===== config.mk =====
export PLATFORM = sky130hd
export DESIGN_NAME = pll_divider_search_top
export DESIGN_NICKNAME = d
export VERILOG_FILES = /design/src/rtl/core/pds_pkg.sv /design/src/rtl/core/pds_divider.sv /design/src/rtl/core/pll_divider_search_top.sv
export SDC_FILE = /design/constraint.sdc
export NUM_CORES = 1
export LEC_CHECK = 0
export BUFFER_PORTS_ARGS = -buffer_cell sky130_fd_sc_hd__buf_2
export CAP_MARGIN = 20
export CORE_AREA = 5 5 312 375
export DETAILED_ROUTE_END_ITERATION = 12
export DIE_AREA = 0 0 317 380
export GPL_ROUTABILITY_DRIVEN = 0
export PLACE_DENSITY = 0.45
export SLEW_MARGIN = 20
export SYNTH_ARGS = -nofsm -noshare
export SYNTH_HDL_FRONTEND = slang
export SYNTH_SLANG_ARGS = --single-unit

===== constraint.sdc =====
create_clock -name i_clk -period 12.18 [get_ports i_clk]
set_input_delay 0 -clock i_clk [delete_from_list [all_inputs] [get_ports i_clk]]
set_output_delay 0 -clock i_clk [all_outputs]
set_load 0.005 [all_outputs]

===== src/rtl/core/pds_pkg.sv =====
`timescale 1ns / 1ps
`default_nettype none

package pds_pkg;

    // Field widths of the request and the result.
    localparam int TARGET_W = 23;
    localparam int P1_W     = 3;
    localparam int P2_W     = 5;
    localparam int P_W      = P1_W + P2_W;
    localparam int MINT_W   = 8;
    localparam int FRAC_W   = 22;
    localparam int M2_W     = MINT_W + FRAC_W;
    localparam int VCO_W    = TARGET_W + P_W;
    localparam int ERR_W    = TARGET_W + 1;

    // Stream widths, padded to whole bytes.
    localparam int IN_TDATA_W  = 24;
    localparam int OUT_TDATA_W = 88;

    // Default search limits.
    localparam int P1_MAX_DEF = 7;
    localparam int P2_MAX_DEF = 31;

    // Shared divider: numerator is vco << 16, divisor at most 3125.
    localparam int DIV_NUM_W = TARGET_W + 16;
    localparam int DIV_DEN_W = 12;
    localparam int DIV_CNT_W = $clog2(DIV_NUM_W);

    // 200000 kHz = 2^6 * 3125, so M2 = floor(vco * 2^16 / 3125).
    localparam logic [DIV_DEN_W-1:0] REF_DIV = 12'd3125;
    localparam int PROD_W = M2_W + DIV_DEN_W;

    // VCO window and band edges in kHz.
    localparam logic [VCO_W-1:0]    VCO_LOW_KHZ   = 31'd4800000;
    localparam logic [VCO_W-1:0]    VCO_HIGH_KHZ  = 31'd6700000;
    localparam logic [TARGET_W-1:0] BAND_HIGH_KHZ = 23'd6200000;
    localparam logic [TARGET_W-1:0] BAND_MID_KHZ  = 23'd5400000;

    // Lane stagger thresholds: symbol rate in MHz above 270, 135, 67, 33.
    localparam logic [TARGET_W-1:0] STG_T4_KHZ = 23'd271000;
    localparam logic [TARGET_W-1:0] STG_T3_KHZ = 23'd136000;
    localparam logic [TARGET_W-1:0] STG_T2_KHZ = 23'd68000;
    localparam logic [TARGET_W-1:0] STG_T1_KHZ = 23'd34000;
    localparam logic [4:0] STG_CODE_4 = 5'h18;
    localparam logic [4:0] STG_CODE_3 = 5'h0D;
    localparam logic [4:0] STG_CODE_2 = 5'h07;
    localparam logic [4:0] STG_CODE_1 = 5'h04;
    localparam logic [4:0] STG_CODE_0 = 5'h02;

    // Sequencer states.
    typedef enum logic [3:0] {
        ST_IDLE,
        ST_MUL,
        ST_WIN,
        ST_DIV1,
        ST_VMUL,
        ST_LOAD2,
        ST_DIV2,
        ST_CMP,
        ST_FIN
    } t_state;

    // Request to the shared divider.
    typedef struct packed {
        logic                 start;
        logic [DIV_NUM_W-1:0] num;
        logic [DIV_DEN_W-1:0] den;
    } t_div_req;

endpackage

`default_nettype wire


===== src/rtl/core/pds_divider.sv =====
`timescale 1ns / 1ps
`default_nettype none

module pds_divider (
    input  wire                                i_clk,
    input  wire                                i_rst_n,
    input  wire pds_pkg::t_div_req             i_req,
    output logic [pds_pkg::DIV_NUM_W-1:0]      o_quo,
    output logic                               o_done
);
    import pds_pkg::*;

    logic [DIV_NUM_W-1:0] r_quo, n_quo;
    logic [DIV_DEN_W-1:0] r_rem, n_rem;
    logic [DIV_DEN_W-1:0] r_den;
    logic [DIV_CNT_W-1:0] r_cnt;
    logic                 r_busy;
    logic                 r_done;
    logic [DIV_DEN_W:0]   w_shift;
    logic [DIV_DEN_W:0]   w_diff;

    // One restoring step: shift in the next numerator bit and try a subtract.
    always_comb begin
        w_shift = {r_rem, r_quo[DIV_NUM_W-1]};
        w_diff  = w_shift - {1'b0, r_den};
        if (!w_diff[DIV_DEN_W]) begin
            n_rem = w_diff[DIV_DEN_W-1:0];
            n_quo = {r_quo[DIV_NUM_W-2:0], 1'b1};
        end else begin
            n_rem = w_shift[DIV_DEN_W-1:0];
            n_quo = {r_quo[DIV_NUM_W-2:0], 1'b0};
        end
    end

    // Control: busy for one cycle per quotient bit, then a done pulse.
    always_ff @(posedge i_clk) begin
        if (!i_rst_n) begin
            r_busy <= 1'b0;
            r_done <= 1'b0;
        end else if (i_req.start) begin
            r_busy <= 1'b1;
            r_done <= 1'b0;
        end else if (r_busy) begin
            r_busy <= (r_cnt != '0);
            r_done <= (r_cnt == '0);
        end else begin
            r_done <= 1'b0;
        end
    end

    // Working registers.
    always_ff @(posedge i_clk) begin
        if (i_req.start) begin
            r_quo <= i_req.num;
            r_rem <= '0;
            r_den <= i_req.den;
            r_cnt <= DIV_CNT_W'(DIV_NUM_W - 1);
        end else if (r_busy) begin
            r_quo <= n_quo;
            r_rem <= n_rem;
            r_cnt <= r_cnt - 1'b1;
        end
    end

    assign o_quo  = r_quo;
    assign o_done = r_done;

endmodule

`default_nettype wire


===== src/rtl/core/pll_divider_search_top.sv =====
`timescale 1ns / 1ps
`default_nettype none

// Channel  | Dir | Content
// ---------+-----+------------------------------------------------------------
// s_axis   | in  | tdata: target clock in kHz [22:0], zero pad to 24 bits
// m_axis   | out | tuser: found; tdata: post_div1, post_div2, mult_int,
//          |     |   mult_frac, frac_enable, vco_real_khz, prop_coeff,
//          |     |   gain_ctl, int_coeff, tdc_target, stagger_code
//
// Each (p1, p2) candidate is checked against the VCO window; inside it the shared
// divider runs once for M2 and, when M2 is in range, once more for the real clock.
// The result register is loaded when the search ends.
// Reset is synchronous and active low. A new request is taken while a result
// waits; the search then stalls at its end until the output register is free.

module pll_divider_search_top #(
    parameter int P1_MAX = pds_pkg::P1_MAX_DEF,
    parameter int P2_MAX = pds_pkg::P2_MAX_DEF
) (
    input  wire                                 i_clk,
    input  wire                                 i_rst_n,
    input  wire                                 i_s_axis_tvalid,
    output logic                                o_s_axis_tready,
    input  wire  [pds_pkg::IN_TDATA_W-1:0]      i_s_axis_tdata,  // target clock, pad
    output logic                                o_m_axis_tvalid,
    input  wire                                 i_m_axis_tready,
    // post_div1, post_div2, mult_int, mult_frac, frac_enable, vco_real_khz,
    // prop_coeff, gain_ctl, int_coeff, tdc_target, stagger_code, pad
    output logic [pds_pkg::OUT_TDATA_W-1:0]     o_m_axis_tdata,
    output logic                                o_m_axis_tuser   // found
);
    import pds_pkg::*;

    t_state r_state, n_state;

    logic [TARGET_W-1:0] r_target;
    logic [P1_W-1:0]     r_p1;
    logic [P2_W-1:0]     r_p2;
    logic [P_W-1:0]      r_p;
    logic [VCO_W-1:0]    r_vco;
    logic [M2_W-1:0]     r_m2;
    logic [TARGET_W-1:0] r_vreal;
    logic [ERR_W-1:0]    r_min_err;
    logic                r_hit;
    logic [P1_W-1:0]     r_b_p1;
    logic [P2_W-1:0]     r_b_p2;
    logic [M2_W-1:0]     r_b_m2;
    logic [TARGET_W-1:0] r_b_vco;
    logic                r_out_valid;
    logic [OUT_TDATA_W-1:0] r_out_data;
    logic                r_out_found;

    logic                 w_in_acc;
    logic                 w_in_win;
    logic                 w_m2_ok;
    logic                 w_last;
    logic                 w_advance;
    logic                 w_better;
    logic                 w_out_load;
    t_div_req             w_div_req;
    logic [DIV_NUM_W-1:0] w_quo;
    logic                 w_div_done;
    logic [VCO_W-1:0]     w_vco_prod;
    logic [PROD_W-1:0]    w_vreal_prod;
    logic [TARGET_W-1:0]  w_dot;
    logic [TARGET_W-1:0]  w_err;
    logic [3:0]           w_prop;
    logic [2:0]           w_gain;
    logic [3:0]           w_intc;
    logic [3:0]           w_tdc;
    logic [4:0]           w_stg;
    logic [OUT_TDATA_W-1:0] w_pack;

    // Shared restoring divider.
    pds_divider u_div (
        .i_clk   (i_clk),
        .i_rst_n (i_rst_n),
        .i_req   (w_div_req),
        .o_quo   (w_quo),
        .o_done  (w_div_done)
    );

    // Candidate arithmetic, each multiplier feeding a register.
    assign w_vco_prod   = VCO_W'(r_target) * VCO_W'(r_p);
    assign w_vreal_prod = PROD_W'(r_m2) * PROD_W'(REF_DIV);
    assign w_in_win     = (r_vco >= VCO_LOW_KHZ) && (r_vco <= VCO_HIGH_KHZ);
    assign w_m2_ok      = (w_quo[DIV_NUM_W-1:M2_W] == '0)
                       && (w_quo[M2_W-1:FRAC_W] >= MINT_W'(2));
    assign w_last       = (r_p1 == P1_W'(P1_MAX)) && (r_p2 == P2_W'(P2_MAX));
    assign w_dot        = w_quo[TARGET_W-1:0];
    assign w_err        = (w_dot > r_target) ? (w_dot - r_target) : (r_target - w_dot);
    assign w_better     = {1'b0, w_err} < r_min_err;

    // Next state.
    always_comb begin
        n_state = r_state;
        case (r_state)
            ST_IDLE:  if (i_s_axis_tvalid) n_state = ST_MUL;
            ST_MUL:   n_state = ST_WIN;
            ST_WIN: begin
                if (w_in_win)    n_state = ST_DIV1;
                else if (w_last) n_state = ST_FIN;
                else             n_state = ST_MUL;
            end
            ST_DIV1: begin
                if (w_div_done) begin
                    if (w_m2_ok)     n_state = ST_VMUL;
                    else if (w_last) n_state = ST_FIN;
                    else             n_state = ST_MUL;
                end
            end
            ST_VMUL:  n_state = ST_LOAD2;
            ST_LOAD2: n_state = ST_DIV2;
            ST_DIV2:  if (w_div_done) n_state = ST_CMP;
            ST_CMP:   n_state = w_last ? ST_FIN : ST_MUL;
            ST_FIN:   if (!r_out_valid || i_m_axis_tready) n_state = ST_IDLE;
            default:  n_state = ST_IDLE;
        endcase
    end

    // Sequencer outputs.
    always_comb begin
        o_s_axis_tready = 1'b0;
        w_advance       = 1'b0;
        w_out_load      = 1'b0;
        w_div_req       = '0;
        case (r_state)
            ST_IDLE: o_s_axis_tready = 1'b1;
            ST_WIN: begin
                w_advance       = !w_in_win;
                w_div_req.start = w_in_win;
                w_div_req.num   = {r_vco[TARGET_W-1:0], 16'd0};
                w_div_req.den   = REF_DIV;
            end
            ST_DIV1: w_advance = w_div_done && !w_m2_ok;
            ST_LOAD2: begin
                w_div_req.start = 1'b1;
                w_div_req.num   = DIV_NUM_W'(r_vreal);
                w_div_req.den   = DIV_DEN_W'(r_p);
            end
            ST_CMP: w_advance = 1'b1;
            ST_FIN: w_out_load = !r_out_valid || i_m_axis_tready;
            default: ;
        endcase
    end

    assign w_in_acc = i_s_axis_tvalid && o_s_axis_tready;

    always_ff @(posedge i_clk) begin
        if (!i_rst_n) begin
            r_state <= ST_IDLE;
        end else begin
            r_state <= n_state;
        end
    end

    // Search control and the best-so-far flag.
    always_ff @(posedge i_clk) begin
        if (!i_rst_n) begin
            r_hit       <= 1'b0;
            r_out_valid <= 1'b0;
        end else begin
            if (w_in_acc) begin
                r_hit <= 1'b0;
            end else if (r_state == ST_CMP && w_better) begin
                r_hit <= 1'b1;
            end
            if (w_out_load) begin
                r_out_valid <= 1'b1;
            end else if (i_m_axis_tready) begin
                r_out_valid <= 1'b0;
            end
        end
    end

    // Candidate walk: p tracks p1 * p2 by addition.
    always_ff @(posedge i_clk) begin
        if (w_in_acc) begin
            r_target   <= i_s_axis_tdata[TARGET_W-1:0];
            r_p1       <= P1_W'(1);
            r_p2       <= P2_W'(1);
            r_p        <= P_W'(1);
            r_min_err  <= '1;
        end else if (w_advance && !w_last) begin
            if (r_p2 == P2_W'(P2_MAX)) begin
                r_p1 <= r_p1 + 1'b1;
                r_p2 <= P2_W'(1);
                r_p  <= P_W'(r_p1) + P_W'(1);
            end else begin
                r_p2 <= r_p2 + 1'b1;
                r_p  <= r_p + P_W'(r_p1);
            end
        end
        if (r_state == ST_MUL) begin
            r_vco <= w_vco_prod;
        end
        if (r_state == ST_DIV1 && w_div_done) begin
            r_m2 <= w_quo[M2_W-1:0];
        end
        if (r_state == ST_VMUL) begin
            r_vreal <= w_vreal_prod[TARGET_W+15:16];
        end
        if (r_state == ST_CMP && w_better) begin
            r_min_err  <= {1'b0, w_err};
            r_b_p1     <= r_p1;
            r_b_p2     <= r_p2;
            r_b_m2     <= r_m2;
            r_b_vco    <= r_vreal;
        end
        if (w_out_load) begin
            r_out_data  <= w_pack;
            r_out_found <= r_hit;
        end
    end

    // Loop coefficients by VCO band.
    always_comb begin
        if (r_b_vco >= BAND_HIGH_KHZ) begin
            w_prop = 4'd4; w_gain = 3'd3; w_intc = 4'd9;  w_tdc = 4'd8;
        end else if (r_b_vco == BAND_MID_KHZ) begin
            w_prop = 4'd3; w_gain = 3'd1; w_intc = 4'd8;  w_tdc = 4'd9;
        end else begin
            w_prop = 4'd5; w_gain = 3'd3; w_intc = 4'd11; w_tdc = 4'd9;
        end
    end

    // Lane stagger by symbol rate, compared in kHz.
    always_comb begin
        if (r_target >= STG_T4_KHZ)      w_stg = STG_CODE_4;
        else if (r_target >= STG_T3_KHZ) w_stg = STG_CODE_3;
        else if (r_target >= STG_T2_KHZ) w_stg = STG_CODE_2;
        else if (r_target >= STG_T1_KHZ) w_stg = STG_CODE_1;
        else                             w_stg = STG_CODE_0;
    end

    // Result packing, integer part of M2 below its fraction; all zero when no
    // candidate passed.
    always_comb begin
        if (r_hit) begin
            w_pack = {6'd0, w_stg, w_tdc, w_intc, w_gain, w_prop, r_b_vco,
                      (r_b_m2[FRAC_W-1:0] != '0), r_b_m2[FRAC_W-1:0],
                      r_b_m2[M2_W-1:FRAC_W], r_b_p2, r_b_p1};
        end else begin
            w_pack = '0;
        end
    end

    assign o_m_axis_tvalid = r_out_valid;
    assign o_m_axis_tdata  = r_out_data;
    assign o_m_axis_tuser  = r_out_found;

    // The divider only finishes while the sequencer waits for it.
    a_div_done_state: assert property (@(posedge i_clk) disable iff (!i_rst_n)
        w_div_done |-> (r_state == ST_DIV1 || r_state == ST_DIV2))
        else $error("divider finished outside a divide state");

    // A recorded hit always carries a real error score.
    a_hit_err: assert property (@(posedge i_clk) disable iff (!i_rst_n)
        r_hit |-> !r_min_err[ERR_W-1])
        else $error("hit without a valid error score");

    // A missed search yields an all-zero result.
    a_miss_zero: assert property (@(posedge i_clk) disable iff (!i_rst_n)
        (r_out_valid && !r_out_found) |-> (r_out_data == '0))
        else $error("missed search with nonzero result");

    // A found result never reports a zero p1 or p2.
    a_found_div: assert property (@(posedge i_clk) disable iff (!i_rst_n)
        (r_out_valid && r_out_found) |->
            (r_out_data[P1_W-1:0] != '0 && r_out_data[P_W-1:P1_W] != '0))
        else $error("found result with zero post divider");

endmodule

`default_nettype wire

==> results.txt <==
Setup violators final: 0
Via count of the first global-routing pass: 20020
Mapped Cells: 2719
Total via count after detailed routing: 18830
Final WL: 76.09 mm
Combined buffer and inverter count along the critical path: 4
Netlist area before placement: 27990 um2
Slew HR: 29.56%
Number of buffers added for setup after CTS: 0
Number of cells traversed by the worst register-to-register path: 24
Global-route wire length before repair: 118.0 mm
Simple logic cell fraction of the synthesized area: 13.98%
Die Wd: 317 um
Unrepaired setup endpoints after global routing: no
Hold Path Cell Cnt: 2
Period utilisation layout: 64.48%
Xor and xnor fraction of the mapped netlist area: 2.440%
Start point of the worst min-delay path: i_s_axis_tdata[15]
Leakage dissipation: 13.81 nW
Number of synthesized register bits: 356
Flop-to-flop setup slack: 4330 ps
First DRT Iteration DRCs: 819
Achievable Freq: 127.3 MHz
TNS Setup: 0 ps
Maximum Capacitance Violations: 0
Slowest stage cell on the critical path: sky130_fd_sc_hd__buf_4
Combinational family with the most area after synthesis: adder cells
Synthesized area per cell: 10.30 um2
Fraction of registers with async set or reset after synthesis: 0%
CP Max Fanout: 62
Run status: complete, no violations
Multiplexer area fraction after synthesis: 0.4336%
IO buf count: 106
Peak supply drop: 0.00007873 V
Clock latency on the worst-skew pair: 590 ps
Startpoint of the worst-slack reg-to-reg timing path: r_target[7]
Required time of the critical path: 12530 ps
Slew Viols, Final: 0
Die area: 120500 um2
Clock tree root buffer cell: sky130_fd_sc_hd__clkbuf_16
Critical path arrival: 8200 ps
Power density over cell area: 105.4 nW/um2
Iteration count of the initial detailed-routing pass: 5
Number of H-tree levels: 2
Ports placed on the boundary: 119
Post-detail-place hpwl: 60.50 mm
Share of cells above drive strength 1: 7.803%
Vert. Die Dim: 380 um
Worst Tran Pin Value: 1047 ps
DRC violation count after routing: 0
Average wire per standard cell: 17.47 um
Clk pin slew, worst setup/hold paths: 80 ps
Area grow syn2layout: 13.44%
Num rows: 135
Worst Skew: 29.70 ps
Number of antenna violations at the first check in global routing: 4
Core area: 112700 um2
Ys flop type: sky130_fd_sc_hd__edfxtp_1
Share of the yosys chip area belonging to registers: 36.65%
Antenna-violating nets left: 0
Kind of critical path: flip-flop to flip-flop
Clock buffer depth: 3
Total number of yosys warnings: 0
Global routing usage summed across all routing layers: 12.63%
Routed vias/inst: 4.323
Number of hold violations in the final report: 0
Maximum number of pins on one net before global-route repair: 75
Worst flop-to-flop path endpoint: r_min_err[19]
Delay-heaviest family, CP: compound AO/OA/AOI/OAI gates
Hold worst-path end: r_target[15]
Commonest non-fill, non-tap cell in the layout: sky130_fd_sc_hd__inv_1
Ordered list of cells on the worst path: inv_1, ha_1, a21oi_1, o211ai_1, a211oi_1, nand4bb_1, a41o_1, nand2_2, mux2i_1, xor2_1, ha_1, and2_1, o21ai_0, o21ai_0, o41a_1, o2111ai_1, a21boi_0, a2111oi_0, o31ai_1, buf_4, clkinv_2, buf_4, nand2_1, mux2_2
Distinct cell type count after synthesis: 82
Complex-gate fraction of the synthesized area: 9.176%
Total global routing overflow: 0
Nets@finish: 3349
Tmin final: 7853 ps
Starting utilization of the core area: 24.85%
Worst Setup End Kind: flip-flop
Number of clock sinks seen by CTS: 356
CTS Buf Count: 40
TritonCTS clock tree: built
Largest incremental delay on the critical path: 720 ps
Kind of launch point of the worst setup path: flip-flop
Post-layout total power: 3.348 mW
Type of the worst min-delay path: input pin to flip-flop
Top library cells by usage in the layout, fill and taps aside: sky130_fd_sc_hd__inv_1, sky130_fd_sc_hd__edfxtp_1, sky130_fd_sc_hd__ha_1
EDFF count, synth: 313
Crit path depth: 24
Fraction of the mapped netlist area in adder cells: 28.80%
-- state kept, by name, summed over array words and instances, names as in the netlist, 3 cells and up --
| register | count |
|---|---|
| r_b_vco | 23 |
| r_min_err | 24 |
| r_target | 23 |
| r_vco | 31 |
| r_b_p2 | 5 |
| u_div.r_cnt | 6 |
| r_p1 | 3 |
| u_div.r_rem | 12 |
| r_b_p1 | 3 |
| r_vreal | 23 |
| r_p | 8 |
| r_m2 | 30 |
| u_div.o_quo | 39 |
| u_div.r_den | 9 |
| r_p2 | 5 |
| o_m_axis_tdata | 73 |
| r_b_m2 | 30 |
| r_state | 4 |
-- Yosys cell counts, types with 43 or more instances --
library cell                 n  area [um2]
sky130_fd_sc_hd__nand3_1    55       275.3
sky130_fd_sc_hd__ha_1      278        3478
sky130_fd_sc_hd__a21oi_1   128       640.6
sky130_fd_sc_hd__and2_1    189        1182
sky130_fd_sc_hd__nand2_1   211       792.0
sky130_fd_sc_hd__inv_1     488        1832
sky130_fd_sc_hd__xnor2_1    57       499.2
sky130_fd_sc_hd__edfxtp_1  313        9399
sky130_fd_sc_hd__fa_1      229        4584
sky130_fd_sc_hd__dfxtp_1    43       860.8
sky130_fd_sc_hd__o21ai_0    71       355.3
sky130_fd_sc_hd__a21o_1     48       360.4
sky130_fd_sc_hd__clkbuf_1   72       270.3
sky130_fd_sc_hd__nor2_1    108       405.4
-- logic make-up after synthesis --
family | count (synthesis)
AND/OR/NAND/NOR | 761
XOR/XNOR | 78
adder cells (fa/ha/maj) | 507
buffers and inverters | 606
flip-flops | 356
multiplexers | 12
other | 1
AO/OA/AOI/OAI | 398
-- layout make-up --
| cell class | instances | area (um2) |
|---|---|---|
| inverters | 491 | 1849 |
| repair buffers | 158 | 988.4 |
| fillers | 11870 | 80910 |
| diodes | 3 | 7.507 |
| flip-flops and latches | 356 | 10260 |
| well taps | 1507 | 1886 |
| clock buffers | 50 | 1049 |
| multi-input cells | 1767 | 15430 |
| clock inverters | 23 | 277.8 |
-- what timing repair did --
action | 4_1_cts | 5_1_grt
gates resized for setup | 0 | 0
hold buffers | 27 | 0
endpoints found under the hold margin | 34 | 0
endpoints found under the setup margin | 0 | 0
-- worst reg2reg max path: cells and delay by family (launching register included) --
family          cells  cell delay, ps
mux                 2             810
xor+xnor            1             240
flops               1             630
compound gates     11            2870
fa+ha+maj           2             720
simple gates        4             950
buf+inv             4            1400
-- worst max-delay path by stage --
stage / slack, ps / from / end
4_1_cts: 4210 / r_target[7] / r_min_err[19]
3_3_place_gp: 4230 / r_target[7] / r_min_err[19]
3_5_place_dp: 4230 / r_target[7] / r_min_err[19]
6_report: 4330 / r_target[7] / r_min_err[19]
5_1_grt: 3780 / r_target[7] / r_min_err[19]
2_1_floorplan: 4630 / r_target[7] / r_min_err[22]
-- per-layer routing --
| metal | up-vias | track usage, % | share of wire (%) |
|---|---|---|---|
| met1 | 9229 | 14.37 | 40 |
| met5 | - | 0 | 0 |
| li1 | 9204 | - | - |
| met2 | 285 | 24.35 | 54 |
| met4 | 0 | 4.344 | 3.6 |
| met3 | 110 | 1.144 | 2.5 |
-- where the power goes --
group / switching, mW / internal, mW
logic: 0.394 / 0.254
registers: 0.0606 / 1.38
clock network: 0.538 / 0.725
total: 0.992 / 2.36
-- metrics by stage --
stage	area (um2)	setup WS (ps)	hold slack, ps	std cells	utilization, %
global route	31750	3775	146.4	4353	28.18
finish	31760	4327	157.4	4355	28.19
detailed placement	30140	4232	179.9	4252	26.75
CTS	31740	4206	120.6	4352	28.17
global placement	30140	4229	179.6	4252	26.75
floorplan	28030	4627	98.87	2729	-
Note: power is estimated with default switching activity, not from simulation.
